### src/hdl/batch_fifo_ring_with_close_defines.svh
// Assertion macros shared by the batch FIFO modules.
`ifndef BATCH_FIFO_RING_WITH_CLOSE_DEFINES_SVH
`define BATCH_FIFO_RING_WITH_CLOSE_DEFINES_SVH
`ifndef SYNTHESIS
// Checked only out of reset.
`define BFRC_ASSERT_RST(lbl, clk, rstn, prop, msg) \
  lbl: assert property (@(posedge clk) disable iff (!(rstn)) (prop)) else $error(msg);
// Checked at every edge, reset included.
`define BFRC_ASSERT_ALL(lbl, clk, prop, msg) \
  lbl: assert property (@(posedge clk) (prop)) else $error(msg);
`else
`define BFRC_ASSERT_RST(lbl, clk, rstn, prop, msg)
`define BFRC_ASSERT_ALL(lbl, clk, prop, msg)
`endif
`endif

### src/hdl/bfrc_pkg.sv
// Shared types, codes and defaults of the batch FIFO.
package bfrc_pkg;

  localparam int DEPTH_DEF      = 16;
  localparam int VALUE_BITS_DEF = 32;

  localparam logic [6:0] OFFSET_MAX = 7'd127;

  localparam logic [1:0] REQ_PUSH  = 2'd0;
  localparam logic [1:0] REQ_POP   = 2'd1;
  localparam logic [1:0] REQ_CLOSE = 2'd2;

  localparam logic [2:0] ST_OK     = 3'd0;
  localparam logic [2:0] ST_CLOSED = 3'd1;
  localparam logic [2:0] ST_SPACE  = 3'd2;
  localparam logic [2:0] ST_DATA   = 3'd3;
  localparam logic [2:0] ST_SIZE   = 3'd4;

  typedef struct packed {
    logic [1:0]  req_type;
    logic [31:0] push_value;
    logic        batch_end;
    logic [6:0]  pop_count;
  } in_word_t;

  typedef struct packed {
    logic [2:0]  status;
    logic [31:0] pop_value;
    logic        run_last;
    logic        is_closed;
    logic [6:0]  occupancy;
  } out_word_t;

  // controller -> datapath
  typedef struct packed {
    logic accept;
    logic issue;
  } cmd_t;

  // datapath -> controller
  typedef struct packed {
    logic pop_go;
    logic last_issue;
  } stat_t;

endpackage

### src/hdl/batch_fifo_ring_with_close.sv
// Top level of the bounded batch FIFO with close latch.
// A push element is taken every cycle while busy is low; a batch end, a close or
// a failed pop answers with one result word the cycle after start. Results cannot
// be stalled. A good pop holds busy while it reads one slot RAM entry per value and
// streams one result word per value; the next word is taken once busy drops.
// Synchronous reset (rst_n low) empties and opens the queue and drops an open batch.
module batch_fifo_ring_with_close
  import bfrc_pkg::*;
#(
  parameter int DEPTH      = DEPTH_DEF,
  parameter int VALUE_BITS = VALUE_BITS_DEF
) (
  input  logic      clk,
  input  logic      rst_n,
  input  logic      start,
  output logic      busy,
  input  in_word_t  in_word,
  output logic      out_strobe,
  output out_word_t out_word
);

  // command/status between the controller and the datapath
  cmd_t  cmd;
  stat_t stat;

  // controller: start/busy handshake and pop read-out sequencing
  bfrc_ctrl u_ctrl (
    .clk  (clk),
    .rst_n(rst_n),
    .start(start),
    .stat (stat),
    .cmd  (cmd),
    .busy (busy)
  );

  // datapath: pointers, staging, slot RAM and the result register
  bfrc_dp #(
    .DEPTH     (DEPTH),
    .VALUE_BITS(VALUE_BITS)
  ) u_dp (
    .clk       (clk),
    .rst_n     (rst_n),
    .in_word   (in_word),
    .cmd       (cmd),
    .stat      (stat),
    .out_strobe(out_strobe),
    .out_word  (out_word)
  );

endmodule

### src/hdl/bfrc_ram.sv
// Generic single-write, single-read RAM with registered read data.
module bfrc_ram #(
  parameter int WIDTH = 32,
  parameter int DEPTH = 16
) (
  input  logic                     clk,
  input  logic                     we,
  input  logic [$clog2(DEPTH)-1:0] waddr,
  input  logic [WIDTH-1:0]         wdata,
  input  logic [$clog2(DEPTH)-1:0] raddr,
  output logic [WIDTH-1:0]         rdata
);

  logic [WIDTH-1:0] mem [DEPTH];

  always_ff @(posedge clk) begin
    if (we) begin
      mem[waddr] <= wdata;
    end
    rdata <= mem[raddr];
  end

endmodule

### src/hdl/bfrc_ctrl.sv
// Controller: accepts words and sequences the read-out of a batch pop.
`include "batch_fifo_ring_with_close_defines.svh"
module bfrc_ctrl
  import bfrc_pkg::*;
(
  input  logic  clk,
  input  logic  rst_n,
  input  logic  start,
  input  stat_t stat,
  output cmd_t  cmd,
  output logic  busy
);

  typedef enum logic {S_IDLE, S_POP} state_t;

  state_t state_r, state_nxt;
  logic   busy_r;

  assign cmd.accept = start && !busy_r;
  assign cmd.issue  = (state_r == S_POP);
  assign busy       = busy_r;

  always_comb begin
    state_nxt = state_r;
    case (state_r)
      S_IDLE: begin
        if (cmd.accept && stat.pop_go) begin
          state_nxt = S_POP;
        end
      end
      S_POP: begin
        if (stat.last_issue) begin
          state_nxt = S_IDLE;
        end
      end
      default: state_nxt = S_IDLE;
    endcase
  end

  always_ff @(posedge clk) begin
    if (!rst_n) begin
      state_r <= S_IDLE;
      busy_r  <= 1'b0;
    end else begin
      state_r <= state_nxt;
      busy_r  <= (state_nxt == S_POP);
    end
  end

  `BFRC_ASSERT_RST(a_pop_ends, clk, rst_n, (state_r == S_POP && stat.last_issue) |=> !busy_r, "pop did not release busy")
  `BFRC_ASSERT_RST(a_busy_cause, clk, rst_n, $rose(busy_r) |-> $past(cmd.accept && stat.pop_go), "busy rose without a pop")

endmodule

### src/hdl/bfrc_dp.sv
// Datapath: ring pointers, batch staging, close flag, slot RAM, result register.
`include "batch_fifo_ring_with_close_defines.svh"
module bfrc_dp
  import bfrc_pkg::*;
#(
  parameter int DEPTH      = DEPTH_DEF,
  parameter int VALUE_BITS = VALUE_BITS_DEF
) (
  input  logic      clk,
  input  logic      rst_n,
  input  in_word_t  in_word,
  input  cmd_t      cmd,
  output stat_t     stat,
  output logic      out_strobe,
  output out_word_t out_word
);

  localparam int IW   = $clog2(DEPTH);
  localparam int CNTW = $clog2(DEPTH + 1);
  localparam int CPW  = (VALUE_BITS < 32) ? VALUE_BITS : 32;

  function automatic logic [IW-1:0] wrap(input logic [IW:0] s);
    logic [IW:0] d;
    d = (s >= (IW+1)'(DEPTH)) ? s - (IW+1)'(DEPTH) : s;
    return d[IW-1:0];
  endfunction

  // queue state
  logic [IW-1:0]   head_r, head_nxt;
  logic [IW-1:0]   tail_r, tail_nxt;
  logic [CNTW-1:0] count_r, count_nxt;
  logic            closed_r, closed_nxt;
  logic [6:0]      off_r, off_nxt;
  logic            spill_r, spill_nxt;
  // pop read-out
  logic [IW-1:0]   rdptr_r, rdptr_nxt;
  logic [CNTW-1:0] rem_r, rem_nxt;
  // result register
  logic            strobe_r, strobe_nxt;
  logic [2:0]      status_r, status_nxt;
  logic            last_r, last_nxt;
  logic            rclosed_r, rclosed_nxt;
  logic [CNTW-1:0] occ_r, occ_nxt;
  logic            msel_r, msel_nxt;

  logic [7:0]  free8, off8, size8, cnt8;
  logic        fits, spill_eff, cnt_bad, cnt_short;
  logic        is_push, is_pop, is_close;
  logic        we;
  logic [IW-1:0]   waddr;
  logic [VALUE_BITS-1:0] wdata, rdata;
  logic [2:0]  push_st;

  assign is_push  = cmd.accept && (in_word.req_type == REQ_PUSH);
  assign is_pop   = cmd.accept && (in_word.req_type == REQ_POP);
  assign is_close = cmd.accept && (in_word.req_type == REQ_CLOSE);

  assign free8     = 8'(DEPTH) - 8'(count_r);
  assign off8      = {1'b0, off_r};
  assign size8     = off8 + 8'd1;
  assign cnt8      = {1'b0, in_word.pop_count};
  assign fits      = off8 < free8;
  assign spill_eff = spill_r || !fits;
  assign cnt_bad   = (cnt8 == 8'd0) || (cnt8 > 8'(DEPTH));
  assign cnt_short = cnt8 > 8'(count_r);

  assign stat.pop_go     = (in_word.req_type == REQ_POP) && !cnt_bad && !cnt_short;
  assign stat.last_issue = (rem_r == CNTW'(1));

  assign we    = is_push && fits;
  assign waddr = wrap((IW+1)'(tail_r) + (IW+1)'(off_r));
  assign wdata = VALUE_BITS'(in_word.push_value[CPW-1:0]);

  bfrc_ram #(
    .WIDTH(VALUE_BITS),
    .DEPTH(DEPTH)
  ) u_ram (
    .clk  (clk),
    .we   (we),
    .waddr(waddr),
    .wdata(wdata),
    .raddr(rdptr_r),
    .rdata(rdata)
  );

  always_comb begin
    if (size8 > 8'(DEPTH)) begin
      push_st = ST_SIZE;
    end else if (closed_r) begin
      push_st = ST_CLOSED;
    end else if (size8 > free8 || spill_eff) begin
      push_st = ST_SPACE;
    end else begin
      push_st = ST_OK;
    end
  end

  always_comb begin
    head_nxt    = head_r;
    tail_nxt    = tail_r;
    count_nxt   = count_r;
    closed_nxt  = closed_r;
    off_nxt     = off_r;
    spill_nxt   = spill_r;
    rdptr_nxt   = rdptr_r;
    rem_nxt     = rem_r;
    strobe_nxt  = 1'b0;
    status_nxt  = ST_OK;
    last_nxt    = 1'b1;
    msel_nxt    = 1'b0;

    if (cmd.issue) begin
      rdptr_nxt  = (rdptr_r == IW'(DEPTH - 1)) ? '0 : rdptr_r + IW'(1);
      rem_nxt    = rem_r - CNTW'(1);
      strobe_nxt = 1'b1;
      last_nxt   = stat.last_issue;
      msel_nxt   = 1'b1;
    end else if (is_push) begin
      if (!in_word.batch_end) begin
        spill_nxt = spill_eff;
        off_nxt   = (off_r < OFFSET_MAX) ? off_r + 7'd1 : off_r;
      end else begin
        strobe_nxt = 1'b1;
        status_nxt = push_st;
        off_nxt    = '0;
        spill_nxt  = 1'b0;
        if (push_st == ST_OK) begin
          tail_nxt  = wrap((IW+1)'(tail_r) + (IW+1)'(size8));
          count_nxt = count_r + CNTW'(size8);
        end
      end
    end else if (is_pop) begin
      if (cnt_bad) begin
        strobe_nxt = 1'b1;
        status_nxt = ST_SIZE;
      end else if (cnt_short) begin
        strobe_nxt = 1'b1;
        status_nxt = ST_DATA;
      end else begin
        head_nxt  = wrap((IW+1)'(head_r) + (IW+1)'(in_word.pop_count));
        count_nxt = count_r - CNTW'(in_word.pop_count);
        rdptr_nxt = head_r;
        rem_nxt   = CNTW'(in_word.pop_count);
      end
    end else if (is_close) begin
      closed_nxt = 1'b1;
      strobe_nxt = 1'b1;
    end

    rclosed_nxt = closed_nxt;
    occ_nxt     = count_nxt;
  end

  always_ff @(posedge clk) begin
    if (!rst_n) begin
      head_r   <= '0;
      tail_r   <= '0;
      count_r  <= '0;
      closed_r <= 1'b0;
      off_r    <= '0;
      spill_r  <= 1'b0;
      rdptr_r  <= '0;
      rem_r    <= '0;
      strobe_r <= 1'b0;
    end else begin
      head_r   <= head_nxt;
      tail_r   <= tail_nxt;
      count_r  <= count_nxt;
      closed_r <= closed_nxt;
      off_r    <= off_nxt;
      spill_r  <= spill_nxt;
      rdptr_r  <= rdptr_nxt;
      rem_r    <= rem_nxt;
      strobe_r <= strobe_nxt;
    end
  end

  always_ff @(posedge clk) begin
    status_r  <= status_nxt;
    last_r    <= last_nxt;
    rclosed_r <= rclosed_nxt;
    occ_r     <= occ_nxt;
    msel_r    <= msel_nxt;
  end

  assign out_strobe         = strobe_r;
  assign out_word.status    = status_r;
  assign out_word.pop_value = msel_r ? 32'(rdata[CPW-1:0]) : 32'd0;
  assign out_word.run_last  = last_r;
  assign out_word.is_closed = rclosed_r;
  assign out_word.occupancy = 7'(occ_r);

  // head + count must land on tail
  logic [IW:0] hc_sum;
  assign hc_sum = (IW+1)'(head_r) + (IW+1)'(count_r);

  `BFRC_ASSERT_ALL(a_count_max, clk, !rst_n || count_r <= CNTW'(DEPTH), "occupancy above depth")
  `BFRC_ASSERT_RST(a_ring_sync, clk, rst_n, wrap(hc_sum) == tail_r, "head, tail and count disagree")
  `BFRC_ASSERT_RST(a_issue_rem, clk, rst_n, cmd.issue |-> rem_r != '0, "read issued with nothing left")

endmodule
### config.mk
export PLATFORM = sky130hd
export DESIGN_NAME = batch_fifo_ring_with_close
export DESIGN_NICKNAME = d
export VERILOG_FILES = /design/src/hdl/bfrc_pkg.sv /design/src/hdl/batch_fifo_ring_with_close.sv /design/src/hdl/bfrc_ram.sv /design/src/hdl/bfrc_ctrl.sv /design/src/hdl/bfrc_dp.sv
export VERILOG_INCLUDE_DIRS = /design/src /design/src/hdl
export SDC_FILE = /design/constraint.sdc
export NUM_CORES = 1
export LEC_CHECK = 0
export BUFFER_PORTS_ARGS = -buffer_cell sky130_fd_sc_hd__clkbuf_2
export CORE_MARGIN = 4
export CORE_UTILIZATION = 25
export CTS_CLUSTER_SIZE = 20
export DETAILED_ROUTE_END_ITERATION = 8
export GPL_ROUTABILITY_DRIVEN = 1
export SETUP_SLACK_MARGIN = 0.02
export SLEW_MARGIN = 5
export SYNTH_ARGS = -nofsm -noshare
export SYNTH_HDL_FRONTEND = slang
export SYNTH_HIERARCHICAL = 1
export SYNTH_SLANG_ARGS = --single-unit
### constraint.sdc
create_clock -name clk -period 6.4 [get_ports clk]
set_input_delay 1.92 -clock clk [delete_from_list [all_inputs] [get_ports clk]]
set_output_delay 1.92 -clock clk [all_outputs]
set_load 0.05 [all_outputs]
==> run_results.csv <==
group,metric,value,unit
setup_path,path_delay_family,"simple AND/OR/NAND/NOR gates",
place,gp_congestion,0.814,
route,dr.max_layer_used,"met5",
die,ios,91,
setup_path,cp.arrival,4.64,ns
clock_tree,cts-root-buf,"clkbuf_16",
power_and_ir_drop,switching_share,20.6,%
sta,max_freq,0.227,GHz
clock_tree,cts.clk_slew.worst_paths,0.06,ns
sta,max_slew_margin,19.5,%
sta,finalCritPeriodShare,69.0,%
logic_synthesis,syn_avg_cell_area,18.4,sq um
clock_tree,clk_path_buf_depth,3,
setup_path,critical_path_buf_inv_count,2,
route,drt_iter0_markers,935,
power_and_ir_drop,peakVddDrop,0.183,mV
cells_and_area,most-common-layout-cells,"512 x edfxtp_1, 128 x mux4_2, 88 x clkbuf_2, 74 x dfxtp_1, 68 x nand2_1",
outcome,status,"finished, final reports clean",
setup_path,path_cells,"clkbuf_2 > inv_1 > nand3b_1 > nor2_1 > or3b_2 > nor2_4",
cells_and_area,final_common_cell,"edfxtp_1",
route,wl_per_cell,20.0,um
route,wl_met1,23.7,mm
setup_path,required,6.62,ns
global_route,grt_overflow,0,
logic_synthesis,ys_ff_latch,588,
sta,rsz0062_at_grt,"no",
sta,worst_slew_pin_slew,1.20,ns
route,wl_met3,3.84,mm
die,die_x,313,um
sta,setup_viol,0,
clock_tree,postCtsSetupBuffers,0,
setup_path,criticalPathCategory,"input pin to flip-flop",
die,coreArea,0.0921,sq mm
cells_and_area,n_fill_cell,8894,
route,ant_nets,0,
sta,finalMaxSlewViolations,0,
die,fp.dieH,313,um
global_route,track_usage,10.6,%
logic_synthesis,seq_area_frac_synth,72.5,%
die,rows,111,
logic_synthesis,synthCells,1264,
global_route,grt_pass1_wl,79.5,mm
route,vias_per_cell,4.51,
clock_tree,clock_latency,0.62,ns
power_and_ir_drop,total_power,7.60,mW
route,wl_met2,24.5,mm
clock_tree,cts.repair.resized,0,
sta,fin_crit,4.41,ns
route,route.detailed.drc,0,
logic_synthesis,synth-edff-count,512,
power_and_ir_drop,p_leak,8.59,nW
global_route,grt_max_degree,69,
logic_synthesis,ys_async_sr_fraction,0,%
sta,tns,0,ns
logic_synthesis,yosysWarningCount,6,
setup_path,critPathMaxStageDelay,0.93,ns
sta,hold_violations,0,
route,drt_wl_total,53.0,mm
cells_and_area,fin_nets,1448,
power_and_ir_drop,switching_power,1.56,mW
place,io_buffers,88,
power_and_ir_drop,p_seq_share,55.2,%
clock_tree,cts_hold_buf,0,
run,cap_violations,0,
setup_path,endpoint_kind,"flip-flop",
sta,fin_skew,0.0357,ns
route,drt_first_pass_iters,5,
logic_synthesis,syn_area,0.0233,sq mm
global_route,grt_pass1_vias,12300,
setup_path,slowest_stage,"nor2_4",
logic_synthesis,synthFlopType,"edfxtp_1",
clock_tree,clock_sinks,588,
cells_and_area,area_growth,16.1,%
power_and_ir_drop,p_per_area,281,mW/mm^2
cells_and_area,drive_gt1_share,24.8,%
logic_synthesis,ys_types,69,
setup_path,cp-start-kind,"input pin",
clock_tree,cts_tree,"done",
power_and_ir_drop,combPwrFrac,2.8,%
power_and_ir_drop,p_int,6.04,mW
route,num_vias,11900,
hold_path,hp-class,"flip-flop to flip-flop",
setup_path,crit_fanout,32,
global_route,antenna_found_initial,7,
die,initial_core_util,25.3,%
power_and_ir_drop,clock_power_share,42.0,%
clock_tree,h-tree-depth,2,
place,dp_hpwl,33.0,mm
clock_tree,cts_buffers,55,
die,dieArea,0.0981,sq mm
state kept, by name, summed over array words and instances, names as in the netlist, 3 cells and up:
| name | cells |
|---|---|
| u_dp/occ_r | 5 |
| u_dp/count_r | 5 |
| u_dp/head_r | 4 |
| u_dp/rdptr_r | 4 |
| u_dp/u_ram/rdata | 32 |
| u_dp/u_ram/mem | 512 |
| u_dp/rem_r | 5 |
| u_dp/tail_r | 4 |
| u_dp/status_r | 3 |
| u_dp/off_r | 7 |
power groups by stage:
stage,combinational (mW),clock (mW),sequential [mW]
after global routing,0.234,3.45,4.20
after detailed placement,0.214,0,4.28
after floorplan,0.0992,0,4.28
after CTS,0.216,3.29,4.20
final,0.214,3.19,4.20
after global placement,0.207,0,4.28
path summary, 6_finish.rpt:
path	start	to	slack (ns)	cells after the start
worst max-delay path	in_word[40]	u_dp/u_ram/mem[1][18]$_DFFE_PP_	1.99	6
worst min-delay path	u_dp/tail_r[2]$_SDFFE_PN0P_	u_dp/tail_r[2]$_SDFFE_PN0P_	0.49	2
worst max register to register	u_dp/count_r[1]$_SDFF_PN0_	u_dp/u_ram/mem[1][18]$_DFFE_PP_	2.09	11
worst min register to register	u_dp/tail_r[2]$_SDFFE_PN0P_	u_dp/tail_r[2]$_SDFFE_PN0P_	0.49	2
cell usage after synthesis, types with 14 or more instances:
library cell | number | area, sq um
buf_4 | 15 | 113
o21ai_0 | 15 | 75.1
dfxtp_1 | 76 | 1520
nor2_1 | 41 | 154
clkbuf_1 | 28 | 105
xnor2_1 | 14 | 123
inv_1 | 34 | 128
and2_1 | 36 | 225
nand2_1 | 68 | 255
ha_1 | 38 | 475
edfxtp_1 | 512 | 15400
a22oi_1 | 65 | 488
a21oi_1 | 36 | 180
mux4_2 | 128 | 2880
nor3_1 | 15 | 75.1
final cells by class:
type	instances	area, sq um	share of cell area, %
Clock inverter	32	319	1.18
Inverter	34	128	0.472
Tap cell	1243	1560	5.75
Antenna cell	5	12.5	0.0463
Multi-Input combinational cell	582	6110	22.6
Timing Repair Buffer	99	548	2.03
Sequential cell	588	16900	62.5
Clock buffer	68	1460	5.38
metrics by stage:
stage	worst slack [ns]	hold slack, ns	cells	util [%]	cell area [sq um]
floorplan	0.673	0.449	1265	-	23300
detailed placement	1.36	0.479	2546	27.4	25200
finish	1.99	0.493	2651	29.4	27000
global placement	1.44	0.469	2546	27.4	25200
global route	1.83	0.516	2647	29.4	27000
CTS	2.02	0.487	2646	29.3	27000
worst register-to-register path: cells and delay by family (launching register included):
family | cells | cell delay [ns]
AOI/OAI and AO/OA | 2 | 0.34
xor gates and xnor gates | 1 | 0.19
adders and majority gates | 2 | 0.56
buffers and inverters | 2 | 0.22
DFF | 1 | 0.52
and+or+nand+nor | 4 | 2.08
cell families (layout without fill, tap and decap cells):
kind of cell / count (synthesis) / in the layout / synth area share, %
buffers and inverters: 95 / 233 / 1.82
other: 1 / 7 / 0.0161
flip-flops: 588 / 588 / 72.5
AO/OA/AOI/OAI: 168 / 168 / 5.00
XOR/XNOR: 22 / 22 / 0.827
AND/OR/NAND/NOR: 213 / 213 / 4.71
multiplexers: 134 / 134 / 12.6
adder cells (fa/ha/maj): 43 / 43 / 2.47
routing by layer:
layer | track usage (%) | up-vias
met4 | 2.62 | 6
met5 | 0 | -
met3 | 2.85 | 70
li1 | - | 5253
met2 | 16.6 | 331
met1 | 14.7 | 6286
No activity file was read; power rests on OpenSTA's default activity.
